`src/hw/rtl/islw_pkg.sv`:
```
// islw_pkg: widths, register codes, control structs and helpers for the
// integer scale letterbox writer; no dependencies
package islw_pkg;

    localparam int MAX_DIM   = 4096;
    localparam int MAX_SCALE = 8;

    localparam int REG_W     = 13;                      // configuration register width
    localparam int CNT_W     = $clog2(MAX_DIM);         // source position counters
    localparam int SCALE_W   = $clog2(MAX_SCALE + 1);   // scale factor, 0 = crop
    localparam int POS_W     = CNT_W + SCALE_W;         // window row / column of a block
    localparam int CMP_W     = REG_W + 1;
    localparam int ACC_W     = REG_W + SCALE_W;
    localparam int ADDR_W    = 24;
    localparam int PIX_W     = 32;
    localparam int CFG_IDX_W = 2;

    typedef enum logic [CFG_IDX_W-1:0] {
        CFG_WINDOW_WIDTH  = 2'd0,
        CFG_WINDOW_HEIGHT = 2'd1,
        CFG_SOURCE_WIDTH  = 2'd2,
        CFG_SOURCE_HEIGHT = 2'd3
    } islw_cfg_idx_t;

    // controller to datapath
    typedef struct packed {
        logic accept;       // take the item, advance the position counters
        logic derive_step;  // one trial scale per cycle
        logic offs_load;    // latch scale and offsets
        logic pos_calc;     // block origin or crop position
        logic base_calc;    // first frame-store address
        logic emit_load;    // move one write into the output register
    } islw_cmd_t;

    // datapath to controller
    typedef struct packed {
        logic derive_done;
        logic emit_none;
        logic emit_final;
        logic out_free;
    } islw_stat_t;

    // zero counts as one, anything above the largest dimension saturates
    function automatic logic [REG_W-1:0] islw_clamp(input logic [REG_W-1:0] v);
        logic [REG_W-1:0] r;
        if (v == '0)
            r = REG_W'(1);
        else if (CMP_W'(v) > CMP_W'(MAX_DIM))
            r = REG_W'(MAX_DIM);
        else
            r = v;
        return r;
    endfunction

endpackage

```
`src/hw/rtl/islw_pix_if.sv`:
```
// islw_pix_if: source pixel channel, valid/ready with payload
// depends on islw_pkg
interface islw_pix_if;
    import islw_pkg::*;

    logic             valid;
    logic             ready;
    logic [PIX_W-1:0] pixel_value;
    logic             frame_start;

    modport source (output valid, output pixel_value, output frame_start, input ready);
    modport sink   (input valid, input pixel_value, input frame_start, output ready);
endinterface

```
`src/hw/rtl/islw_wr_if.sv`:
```
// islw_wr_if: frame-store write channel, valid/ready with payload
// depends on islw_pkg
interface islw_wr_if;
    import islw_pkg::*;

    logic              valid;
    logic              ready;
    logic [ADDR_W-1:0] write_address;
    logic [PIX_W-1:0]  write_pixel;
    logic              run_last;

    modport source (output valid, output write_address, output write_pixel,
                    output run_last, input ready);
    modport sink   (input valid, input write_address, input write_pixel,
                    input run_last, output ready);
endinterface

```
`src/hw/rtl/islw_datapath.sv`:
```
// islw_datapath: registers, position counters, scale search, address
// generation and output register; depends on islw_pkg
module islw_datapath (
    input  logic                          clk,
    input  logic                          rst_n,
    input  logic                          cfg_we,
    input  logic [islw_pkg::CFG_IDX_W-1:0] cfg_index,
    input  logic [islw_pkg::REG_W-1:0]     cfg_data,
    input  logic [islw_pkg::PIX_W-1:0]     in_pixel,
    input  logic                          in_frame_start,
    input  islw_pkg::islw_cmd_t           cmd,
    output islw_pkg::islw_stat_t          stat,
    output logic                          out_valid,
    input  logic                          out_ready,
    output logic [islw_pkg::ADDR_W-1:0]    out_addr,
    output logic [islw_pkg::PIX_W-1:0]     out_pixel,
    output logic                          out_last
);
    import islw_pkg::*;

    logic [REG_W-1:0]   ww_reg, wh_reg, sw_reg, sh_reg;
    logic [REG_W-1:0]   ww_c, wh_c, sw_c, sh_c;

    logic [CNT_W-1:0]   col_reg, row_reg, cur_col_reg, cur_row_reg;
    logic [CNT_W-1:0]   col_next, row_next, pos_col, pos_row;
    logic [CNT_W:0]     col_plus, row_plus;

    logic [SCALE_W-1:0] scale_reg, k_reg, s_work_reg;
    logic [ACC_W-1:0]   accw_reg, acch_reg;
    logic               fit;
    logic [REG_W-1:0]   off_col_reg, off_row_reg, off_col_new, off_row_new;
    logic [ACC_W-1:0]   prod_w, prod_h, diff_w, diff_h;
    logic signed [REG_W:0] crop_dw, crop_dh, half_dw, half_dh;

    logic [POS_W-1:0]   r0_reg, c0_reg, r0_new, c0_new;
    logic               vis_reg, vis_new;
    logic signed [POS_W:0] wx, wy;

    logic [POS_W+REG_W-1:0] base_sum;
    logic [ADDR_W-1:0]  addr_reg, row_start_reg;
    logic [PIX_W-1:0]   pix_reg;
    logic [SCALE_W-1:0] a_reg, b_reg, n_run, n_last;
    logic               b_end, final_w;

    // configuration registers
    always_ff @(posedge clk or negedge rst_n)
    begin
        if (!rst_n)
        begin
            ww_reg <= REG_W'(640);
            wh_reg <= REG_W'(480);
            sw_reg <= REG_W'(320);
            sh_reg <= REG_W'(240);
        end
        else if (cfg_we)
        begin
            unique case (islw_cfg_idx_t'(cfg_index))
                CFG_WINDOW_WIDTH:  ww_reg <= cfg_data;
                CFG_WINDOW_HEIGHT: wh_reg <= cfg_data;
                CFG_SOURCE_WIDTH:  sw_reg <= cfg_data;
                CFG_SOURCE_HEIGHT: sh_reg <= cfg_data;
            endcase
        end
    end

    assign ww_c = islw_clamp(ww_reg);
    assign wh_c = islw_clamp(wh_reg);
    assign sw_c = islw_clamp(sw_reg);
    assign sh_c = islw_clamp(sh_reg);

    // position of this item and of the next one
    assign pos_col  = in_frame_start ? '0 : col_reg;
    assign pos_row  = in_frame_start ? '0 : row_reg;
    assign col_plus = {1'b0, pos_col} + (CNT_W+1)'(1);

    always_comb
    begin
        if (CMP_W'(col_plus) >= CMP_W'(sw_c))
        begin
            col_next = '0;
            row_plus = {1'b0, pos_row} + (CNT_W+1)'(1);
        end
        else
        begin
            col_next = col_plus[CNT_W-1:0];
            row_plus = {1'b0, pos_row};
        end
        if (CMP_W'(row_plus) >= CMP_W'(sh_c))
            row_next = '0;
        else
            row_next = row_plus[CNT_W-1:0];
    end

    // scale search: largest k with source*k inside the window
    assign fit = (accw_reg <= ACC_W'(ww_c)) && (acch_reg <= ACC_W'(wh_c));

    // offsets from the chosen scale
    assign prod_w  = ACC_W'(sw_c) * ACC_W'(s_work_reg);
    assign prod_h  = ACC_W'(sh_c) * ACC_W'(s_work_reg);
    assign diff_w  = ACC_W'(ww_c) - prod_w;
    assign diff_h  = ACC_W'(wh_c) - prod_h;
    assign crop_dw = $signed({1'b0, sw_c}) - $signed({1'b0, ww_c});
    assign crop_dh = $signed({1'b0, sh_c}) - $signed({1'b0, wh_c});
    // halve, rounding toward zero
    assign half_dw = (crop_dw + $signed({{REG_W{1'b0}}, crop_dw[REG_W]})) >>> 1;
    assign half_dh = (crop_dh + $signed({{REG_W{1'b0}}, crop_dh[REG_W]})) >>> 1;

    always_comb
    begin
        if (s_work_reg != '0)
        begin
            off_col_new = REG_W'(diff_w[ACC_W-1:1]);
            off_row_new = REG_W'(diff_h[ACC_W-1:1]);
        end
        else
        begin
            off_col_new = half_dw[REG_W-1:0];
            off_row_new = half_dh[REG_W-1:0];
        end
    end

    // block origin in scale mode, window position in crop mode
    assign wx = $signed({{(POS_W+1-CNT_W){1'b0}}, cur_col_reg})
              - $signed({{(POS_W+1-REG_W){off_col_reg[REG_W-1]}}, off_col_reg});
    assign wy = $signed({{(POS_W+1-CNT_W){1'b0}}, cur_row_reg})
              - $signed({{(POS_W+1-REG_W){off_row_reg[REG_W-1]}}, off_row_reg});

    always_comb
    begin
        if (scale_reg != '0)
        begin
            r0_new  = POS_W'(off_row_reg) + POS_W'(cur_row_reg) * POS_W'(scale_reg);
            c0_new  = POS_W'(off_col_reg) + POS_W'(cur_col_reg) * POS_W'(scale_reg);
            vis_new = 1'b1;
        end
        else
        begin
            r0_new  = wy[POS_W-1:0];
            c0_new  = wx[POS_W-1:0];
            vis_new = !wx[POS_W] && !wy[POS_W]
                   && (wx[POS_W-1:0] < POS_W'(ww_c)) && (wy[POS_W-1:0] < POS_W'(wh_c));
        end
    end

    assign base_sum = (POS_W+REG_W)'(r0_reg) * (POS_W+REG_W)'(ww_c)
                    + (POS_W+REG_W)'(c0_reg);

    // run of writes: n by n block, or a single write in crop mode
    assign n_run   = (scale_reg == '0) ? SCALE_W'(1) : scale_reg;
    assign n_last  = n_run - SCALE_W'(1);
    assign b_end   = (b_reg == n_last);
    assign final_w = b_end && (a_reg == n_last);

    always_ff @(posedge clk or negedge rst_n)
    begin
        if (!rst_n)
        begin
            col_reg     <= '0;
            row_reg     <= '0;
            scale_reg   <= '0;
            off_col_reg <= '0;
            off_row_reg <= '0;
            out_valid   <= 1'b0;
        end
        else
        begin
            if (cmd.accept)
            begin
                col_reg <= col_next;
                row_reg <= row_next;
            end
            if (cmd.offs_load)
            begin
                scale_reg   <= s_work_reg;
                off_col_reg <= off_col_new;
                off_row_reg <= off_row_new;
            end
            if (cmd.emit_load)
                out_valid <= 1'b1;
            else if (out_ready)
                out_valid <= 1'b0;
        end
    end

    // payload and work registers
    always_ff @(posedge clk)
    begin
        if (cmd.accept)
        begin
            pix_reg     <= in_pixel;
            cur_col_reg <= pos_col;
            cur_row_reg <= pos_row;
            k_reg       <= SCALE_W'(1);
            s_work_reg  <= '0;
            accw_reg    <= ACC_W'(sw_c);
            acch_reg    <= ACC_W'(sh_c);
        end
        if (cmd.derive_step && fit)
        begin
            s_work_reg <= k_reg;
            k_reg      <= k_reg + SCALE_W'(1);
            accw_reg   <= accw_reg + ACC_W'(sw_c);
            acch_reg   <= acch_reg + ACC_W'(sh_c);
        end
        if (cmd.pos_calc)
        begin
            r0_reg  <= r0_new;
            c0_reg  <= c0_new;
            vis_reg <= vis_new;
        end
        if (cmd.base_calc)
        begin
            addr_reg      <= base_sum[ADDR_W-1:0];
            row_start_reg <= base_sum[ADDR_W-1:0];
            a_reg         <= '0;
            b_reg         <= '0;
        end
        if (cmd.emit_load)
        begin
            out_addr  <= addr_reg;
            out_pixel <= pix_reg;
            out_last  <= final_w;
            if (b_end)
            begin
                b_reg         <= '0;
                a_reg         <= a_reg + SCALE_W'(1);
                row_start_reg <= row_start_reg + ADDR_W'(ww_c);
                addr_reg      <= row_start_reg + ADDR_W'(ww_c);
            end
            else
            begin
                b_reg    <= b_reg + SCALE_W'(1);
                addr_reg <= addr_reg + ADDR_W'(1);
            end
        end
    end

    assign stat.derive_done = !fit || (k_reg == SCALE_W'(MAX_SCALE));
    assign stat.emit_none   = !vis_reg;
    assign stat.emit_final  = final_w;
    assign stat.out_free    = !out_valid || out_ready;

endmodule

```
`src/hw/rtl/islw_ctrl.sv`:
```
// islw_ctrl: sequencer for one source item at a time
// depends on islw_pkg
module islw_ctrl (
    input  logic                 clk,
    input  logic                 rst_n,
    input  logic                 in_valid,
    input  logic                 in_frame_start,
    output logic                 in_ready,
    input  islw_pkg::islw_stat_t stat,
    output islw_pkg::islw_cmd_t  cmd
);
    import islw_pkg::*;

    typedef enum logic [2:0] {
        ST_IDLE,
        ST_DERIVE,
        ST_OFFS,
        ST_POS,
        ST_BASE,
        ST_EMIT
    } state_t;

    state_t state_reg;
    logic   accept;

    assign in_ready = (state_reg == ST_IDLE);
    assign accept   = in_valid && in_ready;

    always_ff @(posedge clk or negedge rst_n)
    begin
        if (!rst_n)
            state_reg <= ST_IDLE;
        else
        begin
            unique case (state_reg)
                ST_IDLE:
                    if (accept)
                        state_reg <= in_frame_start ? ST_DERIVE : ST_POS;
                ST_DERIVE:
                    if (stat.derive_done)
                        state_reg <= ST_OFFS;
                ST_OFFS:
                    state_reg <= ST_POS;
                ST_POS:
                    state_reg <= ST_BASE;
                ST_BASE:
                    state_reg <= stat.emit_none ? ST_IDLE : ST_EMIT;
                ST_EMIT:
                    if (stat.out_free && stat.emit_final)
                        state_reg <= ST_IDLE;
                default:
                    state_reg <= ST_IDLE;
            endcase
        end
    end

    always_comb
    begin
        cmd             = '0;
        cmd.accept      = accept;
        cmd.derive_step = (state_reg == ST_DERIVE);
        cmd.offs_load   = (state_reg == ST_OFFS);
        cmd.pos_calc    = (state_reg == ST_POS);
        cmd.base_calc   = (state_reg == ST_BASE);
        cmd.emit_load   = (state_reg == ST_EMIT) && stat.out_free;
    end

endmodule

```
`src/hw/rtl/integer_scale_letterbox_writer_unit.sv`:
```
// an accepted item passes the position and base states before its first write is loaded;
// a frame-start item first runs the scale search and latches scale and offsets
// each source pixel gives an n by n run of writes in scale mode (n = scale, up to 8), one
// write in crop mode and none when the pixel falls outside the window; the write
// sequencer issues one write per cycle while the write side takes them
// reset: asynchronous active-low rst_n; registers return to 640x480 / 320x240,
// counters, scale and offsets clear to zero (crop mode with no offset)
module integer_scale_letterbox_writer_unit (
    input  logic                           clk,
    input  logic                           rst_n,
    input  logic                           cfg_we,
    input  logic [islw_pkg::CFG_IDX_W-1:0] cfg_index,
    input  logic [islw_pkg::REG_W-1:0]     cfg_data,
    islw_pix_if.sink                       pix_in,
    islw_wr_if.source                      wr_out
);
    import islw_pkg::*;

    islw_cmd_t  cmd;
    islw_stat_t stat;

    // sequencer: idle accept, optional scale search, position, base, write run
    islw_ctrl u_ctrl (
        .clk            (clk),
        .rst_n          (rst_n),
        .in_valid       (pix_in.valid),
        .in_frame_start (pix_in.frame_start),
        .in_ready       (pix_in.ready),
        .stat           (stat),
        .cmd            (cmd)
    );

    // datapath holds the registers, counters and the output register, so the
    // next item can be taken while the last write of this one is still pending
    islw_datapath u_datapath (
        .clk            (clk),
        .rst_n          (rst_n),
        .cfg_we         (cfg_we),
        .cfg_index      (cfg_index),
        .cfg_data       (cfg_data),
        .in_pixel       (pix_in.pixel_value),
        .in_frame_start (pix_in.frame_start),
        .cmd            (cmd),
        .stat           (stat),
        .out_valid      (wr_out.valid),
        .out_ready      (wr_out.ready),
        .out_addr       (wr_out.write_address),
        .out_pixel      (wr_out.write_pixel),
        .out_last       (wr_out.run_last)
    );

endmodule

```
`src/flat_wrapper.sv`:
```
// flat-port wrapper written by rule: the top's interface ports become plain ports
module integer_scale_letterbox_writer_unit_flat import islw_pkg::*;
  (clk, rst_n, cfg_we, cfg_index, cfg_data, pix_in_valid, pix_in_pixel_value, pix_in_frame_start, pix_in_ready, wr_out_valid, wr_out_write_address, wr_out_write_pixel, wr_out_run_last, wr_out_ready);
  islw_pix_if pix_in_i ();
  islw_wr_if wr_out_i ();
  input  logic clk;
  input  logic rst_n;
  input  logic cfg_we;
  input  logic [islw_pkg::CFG_IDX_W-1:0] cfg_index;
  input  logic [islw_pkg::REG_W-1:0] cfg_data;
  input wire logic [$bits(pix_in_i.valid)-1:0] pix_in_valid;
  input wire logic [$bits(pix_in_i.pixel_value)-1:0] pix_in_pixel_value;
  input wire logic [$bits(pix_in_i.frame_start)-1:0] pix_in_frame_start;
  output wire logic [$bits(pix_in_i.ready)-1:0] pix_in_ready;
  output wire logic [$bits(wr_out_i.valid)-1:0] wr_out_valid;
  output wire logic [$bits(wr_out_i.write_address)-1:0] wr_out_write_address;
  output wire logic [$bits(wr_out_i.write_pixel)-1:0] wr_out_write_pixel;
  output wire logic [$bits(wr_out_i.run_last)-1:0] wr_out_run_last;
  input wire logic [$bits(wr_out_i.ready)-1:0] wr_out_ready;
  assign pix_in_i.valid = pix_in_valid;
  assign pix_in_i.pixel_value = pix_in_pixel_value;
  assign pix_in_i.frame_start = pix_in_frame_start;
  assign pix_in_ready = pix_in_i.ready;
  assign wr_out_valid = wr_out_i.valid;
  assign wr_out_write_address = wr_out_i.write_address;
  assign wr_out_write_pixel = wr_out_i.write_pixel;
  assign wr_out_run_last = wr_out_i.run_last;
  assign wr_out_i.ready = wr_out_ready;
  integer_scale_letterbox_writer_unit u_core (.clk(clk), .rst_n(rst_n), .cfg_we(cfg_we), .cfg_index(cfg_index), .cfg_data(cfg_data), .pix_in(pix_in_i), .wr_out(wr_out_i));
endmodule
```
`config.mk`:
```
export PLATFORM = sky130hd
export DESIGN_NAME = integer_scale_letterbox_writer_unit_flat
export DESIGN_NICKNAME = d
export VERILOG_FILES = /design/src/hw/rtl/islw_pkg.sv /design/src/hw/rtl/islw_pix_if.sv /design/src/hw/rtl/islw_wr_if.sv /design/src/hw/rtl/islw_datapath.sv /design/src/hw/rtl/islw_ctrl.sv /design/src/hw/rtl/integer_scale_letterbox_writer_unit.sv /design/src/flat_wrapper.sv
export SDC_FILE = /design/constraint.sdc
export NUM_CORES = 2
export LEC_CHECK = 0
export ABC_CLOCK_PERIOD_IN_PS = 9400
export BUFFER_PORTS_ARGS = -buffer_cell sky130_fd_sc_hd__buf_4
export CAP_MARGIN = 25
export CORE_ASPECT_RATIO = 0.5
export CORE_MARGIN = 2
export CORE_UTILIZATION = 50
export DETAILED_ROUTE_END_ITERATION = 10
export PLACE_DENSITY = 0.66
export SYNTH_ARGS = -nofsm -noshare
export SYNTH_HDL_FRONTEND = slang
export SYNTH_SLANG_ARGS = --single-unit
```
`constraint.sdc`:
```
create_clock -name clk -period 9.4 [get_ports clk]
set_input_delay 0.94 -clock clk [delete_from_list [all_inputs] [get_ports clk]]
set_output_delay 0.94 -clock clk [all_outputs]
set_load 0.05 [all_outputs]
```
# ---- Word level (Yosys, flattened, before mapping)
# Index checks and enable logic that the tools add are counted.
dict set report op_classes {
  add_sub_neg 21
  n_mul 5
  magnitude_cmp 10
  eq_ne 14
  n_mux 46
  reduce_logical 32
}
# op n
set op_table {}
lappend op_table {{two-way mux 24 bit} 6}
lappend op_table {{two-way mux 13 bit} 11}
lappend op_table {{two-way mux 17 bit} 4}
lappend op_table {{subtractor 13 x 13 -> 14 bit} 4}
lappend op_table {{greater-than comparator 13 bit (second input constant)} 4}
lappend op_table {{logical NOT 13 bit} 4}
lappend op_table {{two-way mux 12 bit} 4}
lappend op_table {{two-way mux 4 bit} 11}
lappend op_table {{adder 17 x 13 -> 17 bit} 2}
lappend op_table {{<= comparator 17 x 13 -> 1 bit} 2}
lappend op_table {{adder 13 x 16 -> 16 bit} 2}
lappend op_table {{less-than comparator 16 x 13 -> 1 bit} 2}
lappend op_table {{multiplier 12 x 4 -> 16 bit} 2}
lappend op_table {{two-way mux 16 bit} 2}
lappend op_table {{adder 14 x 2 -> 14 bit} 2}
lappend op_table {{multiplier 13 x 4 -> 14 bit} 2}
lappend op_table {{subtractor 13 x 14 -> 14 bit} 2}
lappend op_table {{adder 12 x 1 -> 13 bit (second input constant)} 2}
lappend op_table {{greater-or-equal comparator 13 bit} 2}
lappend op_table {{adder 24 x 1 -> 24 bit (second input constant)} 1}
lappend op_table {{adder 24 x 13 -> 24 bit} 1}
lappend op_table {{adder 24 x 16 -> 24 bit} 1}
lappend op_table {{multiplier 16 x 13 -> 24 bit} 1}
lappend op_table {{one-hot mux 3 bit (6 select lines)} 1}
lappend op_table {{24 further kinds} 53}
dict set report totals {
  reg_bits 354
  input_bits 53
  output_inout_bits 59
  word_cells 156
}

# ---- Longest topological paths before layout
dict set report logic_depth {
  ltp_word 9
  depth_mapped 28
  depth_no_buf 23
}

# ---- Cells and area by module
# From an unflattened synthesis, not the netlist that was laid out.
dict set report hier_totals {
  cells_unflattened 3555
  area_unflattened_um2 34316.7
}
# module n_inst cells_each area_each_um2
set modules_own_cells {}
lappend modules_own_cells {islw_datapath 1 3525 34070.2}
lappend modules_own_cells {islw_ctrl 1 30 246.5}

# ---- Worst setup path before layout
# No wires, ideal clock.
dict set report synth_path {
  path_type {register to register}
  start {register u_core.u_datapath.ww_reg[12]}
  end {register u_core.u_datapath.addr_reg[23], data pin}
  setup_ps 259
  arrival_ps 6349
  slack_ps 2792
  path_stages_with_launch 27
  path_buffers 3
  path_cell_list {dfrtp_1 -> buf_2 -> clkbuf_1 -> nor2b_1 -> clkbuf_1 -> and2_1 -> fa_1 -> inv_1 -> fa_1 -> inv_1 -> fa_1 -> inv_1 -> fa_1 -> inv_1 -> fa_1 -> inv_1 -> fa_1 -> inv_1 -> ha_1 -> nor2_1 -> a21oi_1 -> nand4_1 -> a2111o_1 -> a31oi_1 -> mux2i_1 -> a21oi_1 -> a211o_1}
}
dict set report synth_via {
  elab_chain_cells 7
  elab_cells_between_ends 10
  classes_between {add/sub (2); mul (1); order compare (1); mux (5); reduce/logical (1)}
}
# item line_no
set synth_rtl {}
lappend synth_rtl {{start: declaration} islw_datapath.sv:21} ;# logic [REG_W-1:0] ww_reg, wh_reg, sw_reg, sh_reg;
lappend synth_rtl {{start signal: assignment} islw_datapath.sv:58} ;# CFG_WINDOW_WIDTH: ww_reg <= cfg_data;
lappend synth_rtl {{greater-than comparator 13 bit} islw_pkg.sv:48} ;# else if (CMP_W'(v) > CMP_W'(MAX_DIM))
lappend synth_rtl {{two-way mux 13 bit} islw_pkg.sv:48}
lappend synth_rtl {{two-way mux 13 bit (*)} islw_pkg.sv:46} ;# if (v == '0)
lappend synth_rtl {{multiplier 16 x 13 -> 24 bit} islw_datapath.sv:145} ;# assign base_sum = (POS_W+REG_W)'(r0_reg) * (POS_W+REG_W)'(ww_c)
lappend synth_rtl {{adder 24 x 16 -> 24 bit} islw_datapath.sv:146} ;# + (POS_W+REG_W)'(c0_reg);
lappend synth_rtl {{two-way mux 24 bit} islw_datapath.sv:211} ;# if (cmd.base_calc)
lappend synth_rtl {{two-way mux 24 bit (*)} islw_datapath.sv:218} ;# if (cmd.emit_load)
lappend synth_rtl {{end signal: assignment} islw_datapath.sv:213} ;# addr_reg <= base_sum[ADDR_W-1:0];
lappend synth_rtl {{end signal: assignment} islw_datapath.sv:228} ;# addr_reg <= row_start_reg + ADDR_W'(ww_c);
lappend synth_rtl {{end signal: assignment} islw_datapath.sv:233} ;# addr_reg <= addr_reg + ADDR_W'(1);
lappend synth_rtl {{end: declaration} islw_datapath.sv:40} ;# logic [ADDR_W-1:0] addr_reg, row_start_reg;
# Every way passes the cells marked *; elsewhere a longest branch is shown, timed or not. The select of a mux whose other input is x is not followed.
# A chain may end at the register's enable or synchronous reset.

# ---- Final worst setup path
# Ends and elaborated chain as after synthesis.

==> reports/metrics.cfg <==
[timing]
grt_setup_unrepaired = false
skew_ps = 38.5
finalSetupTns_ps = 0
hold_viol = 0
setup-violations-final = 0
fin_crit_sh_pct = 73.6
fmax_ghz = 0.145
slew_headroom_pct = 36.8
worst_slew_pin_slew_ps = 947
slew_viol_final = 0
fin_crit_ps = 6920

[synth]
synth.top_cell.area_share_pct = 18.7
synth-edff-count = 216
synthMuxAreaShare_pct = 2.33
syn_avg_cell_area_um2 = 9.55
synth_common_cells = 425 x inv_1, 406 x nand2_1, 318 x ha_1, 293 x fa_1, 229 x and2_1
synth_xor_area_share_pct = 5.67
yosys_warnings = 0
synth-compound-area-share_pct = 12.1
synth_area_leader_cell = edfxtp_1
yosysSeqAreaShare_pct = 28.3
synth.area.top_cells = edfxtp_1 19%, fa_1 17%, ha_1 11%
synth_simple_gate_area_share_pct = 17.3
synth.most_common_cell = inv_1
synth_top_family_by_area = adder cells
synth_fa_ha_area_share_pct = 28.4
synth_flop_cell = edfxtp_1
synth.cell_area_um2 = 34700
synthCells = 3634
ys_ff_latch = 354
synth-async-reset-ratio_pct = 31.1
synth.distinct_cells = 106

[floorplanning]
ios = 112
core_um2 = 68800
row_count = 68
dieArea_um2 = 71700
die_w_um = 377
die_y_um = 190
initial_core_util_pct = 50.4

[worst_setup_path]
cp.required_ps = 9750
r2r_end = u_core.u_datapath.addr_reg[23]$_DFFE_PP_
max_stage_delay_ps = 550
crit_buf_inv = 8
cp_max_fo = 29
cpLargestDelayFamily = adder cells
rr_startpoint = u_core.u_datapath.ww_reg[12]$_DFFE_PN0P_
end_kind = flip-flop
ff2ff_path_depth = 25
cp.depth = 25
arrival_ps = 7270
crit_path_top_delay_cell = fa_1
reg2reg_slack_ps = 2480
startpoint_type = flip-flop
path_class = flip-flop to flip-flop

[min_path]
hp-class = input port to async pin

[drt]
first_pass_iters = 6
viasPerCell = 5.67
wl_per_cell_um = 19.9
drt_iter0_drc = 1962
drc = 0
vias = 26400
wirelength_mm = 92.4
detail-route-antenna-nets = 0

[layout]
nNetsFinal = 4374
drive_above_1_share_pct = 8.98
fill_cells = 6100
num_antenna_cells = 0
area_growth_pct = 9.04

[cts]
htreeDepth = 2
cts_tree = done
worstSkewPairLatency_ps = 600
cts_hold_buf = 0
numClockSinks = 354
post_cts_buffers = 0
root_buffer = clkbuf_16
cts.repair.resized = 0
clock_path_buffers = 3
cts.clk_slew.worst_paths_ps = 60
numCtsBuffers = 38

[placement]
port_buffers = 111
dp_hpwl_mm = 72.1
gp_congestion = 0.930

[run]
maxCapViolations = 0

[status]
outcome = finished clean

[grt]
gr-total-overflow = 0
grt_pass1_vias = 26100
grt_pass1_wl_mm = 146
antenna_found_initial = 0
grt_max_degree = 67
grtUsageTotal_pct = 26.1

==> worst register-to-register path, stage by stage (launching register included) <==
cell and delay [ps]:
dfrtp_1 320, buf_4 300, nor2b_1 90, buf_4 200
and2_1 200, fa_1 530, inv_1 50, fa_1 520
inv_1 50, fa_1 500, inv_1 50, fa_1 470
inv_1 60, fa_1 550, inv_1 60, fa_1 500
inv_1 40, ha_1 340, nor2_1 60, a21oi_1 220
nand4_1 240, a2111o_1 500, a31oi_1 180, mux2i_1 250
a21oi_1 90, a211o_1 280
==> how the worst max path moves through the flow <==
stage,from,end
finish,u_core.u_datapath.ww_reg[12]$_DFFE_PN0P_,u_core.u_datapath.addr_reg[23]$_DFFE_PP_
global route,u_core.u_datapath.ww_reg[12]$_DFFE_PN0P_,u_core.u_datapath.addr_reg[23]$_DFFE_PP_
CTS,u_core.u_datapath.ww_reg[12]$_DFFE_PN0P_,u_core.u_datapath.addr_reg[23]$_DFFE_PP_
detailed placement,u_core.u_datapath.ww_reg[12]$_DFFE_PN0P_,u_core.u_datapath.addr_reg[23]$_DFFE_PP_
global placement,u_core.u_datapath.ww_reg[12]$_DFFE_PN0P_,u_core.u_datapath.addr_reg[23]$_DFFE_PP_
floorplan,u_core.u_datapath.ww_reg[12]$_DFFE_PN0P_,u_core.u_datapath.addr_reg[23]$_DFFE_PP_
==> per-layer routing <==
metal | GRT usage (%) | routed length, um | vias to the layer above
met1 | 36.5 | 42600 | 13000
met3 | 3.46 | 5520 | 144
met4 | 7.34 | 2450 | 0
met5 | 0 | 0 | -
met2 | 42.4 | 41800 | 707
li1 | - | - | 12500
==> cell type report <==
class                           count  area (um2)  share of cell area [%]
Multi-Input combinational cell   2735       22900                    60.4
Tap cell                          910        1140                    3.01
Timing Repair Buffer              156        1190                    3.14
Inverter                          425        1600                    4.21
Sequential cell                   354        9810                    25.9
Clock inverter                     18         179                   0.473
Clock buffer                       52        1090                    2.87
==> through the flow <==
step | cell area (um2) | util [%] | std cells | worst slack [ps] | hold slack (ps)
4_1_cts | 37900 | 55.0 | 4650 | 2490 | 409
2_1_floorplan | 34700 | - | 3639 | 2790 | 400
6_report | 37900 | 55.0 | 4650 | 2480 | 409
5_1_grt | 37900 | 55.0 | 4650 | 2130 | 421
3_3_place_gp | 36600 | 53.1 | 4578 | 2560 | 400
3_5_place_dp | 36600 | 53.2 | 4580 | 2510 | 405
==> cell families (layout without fill, tap and decap cells) <==
group           Yosys count  after routing
compound gates          627            627
buf+inv                 550            651
flops                   354            354
mux                      73             73
other cells               1              6
fa+ha+maj               611            611
simple gates           1198           1198
xor+xnor                220            220
==> placed cells by master, fill, tap and decap left out, types with 78 or more instances in the layout <==
cell type	synthesis	final
inv_1	425	423
nand2_1	406	406
ha_1	318	318
fa_1	293	293
and2_1	229	229
edfxtp_1	216	216
nor2_1	175	174
buf_4	1	154
a21oi_1	135	135
o21ai_0	134	134
xnor2_1	129	129
dfrtp_1	98	98
xor2_1	88	88
nand3_1	82	82
nor3_1	78	78
Power is not shown: default switching activity piles up to over one toggle a cycle in this logic, so the estimate is an artifact.
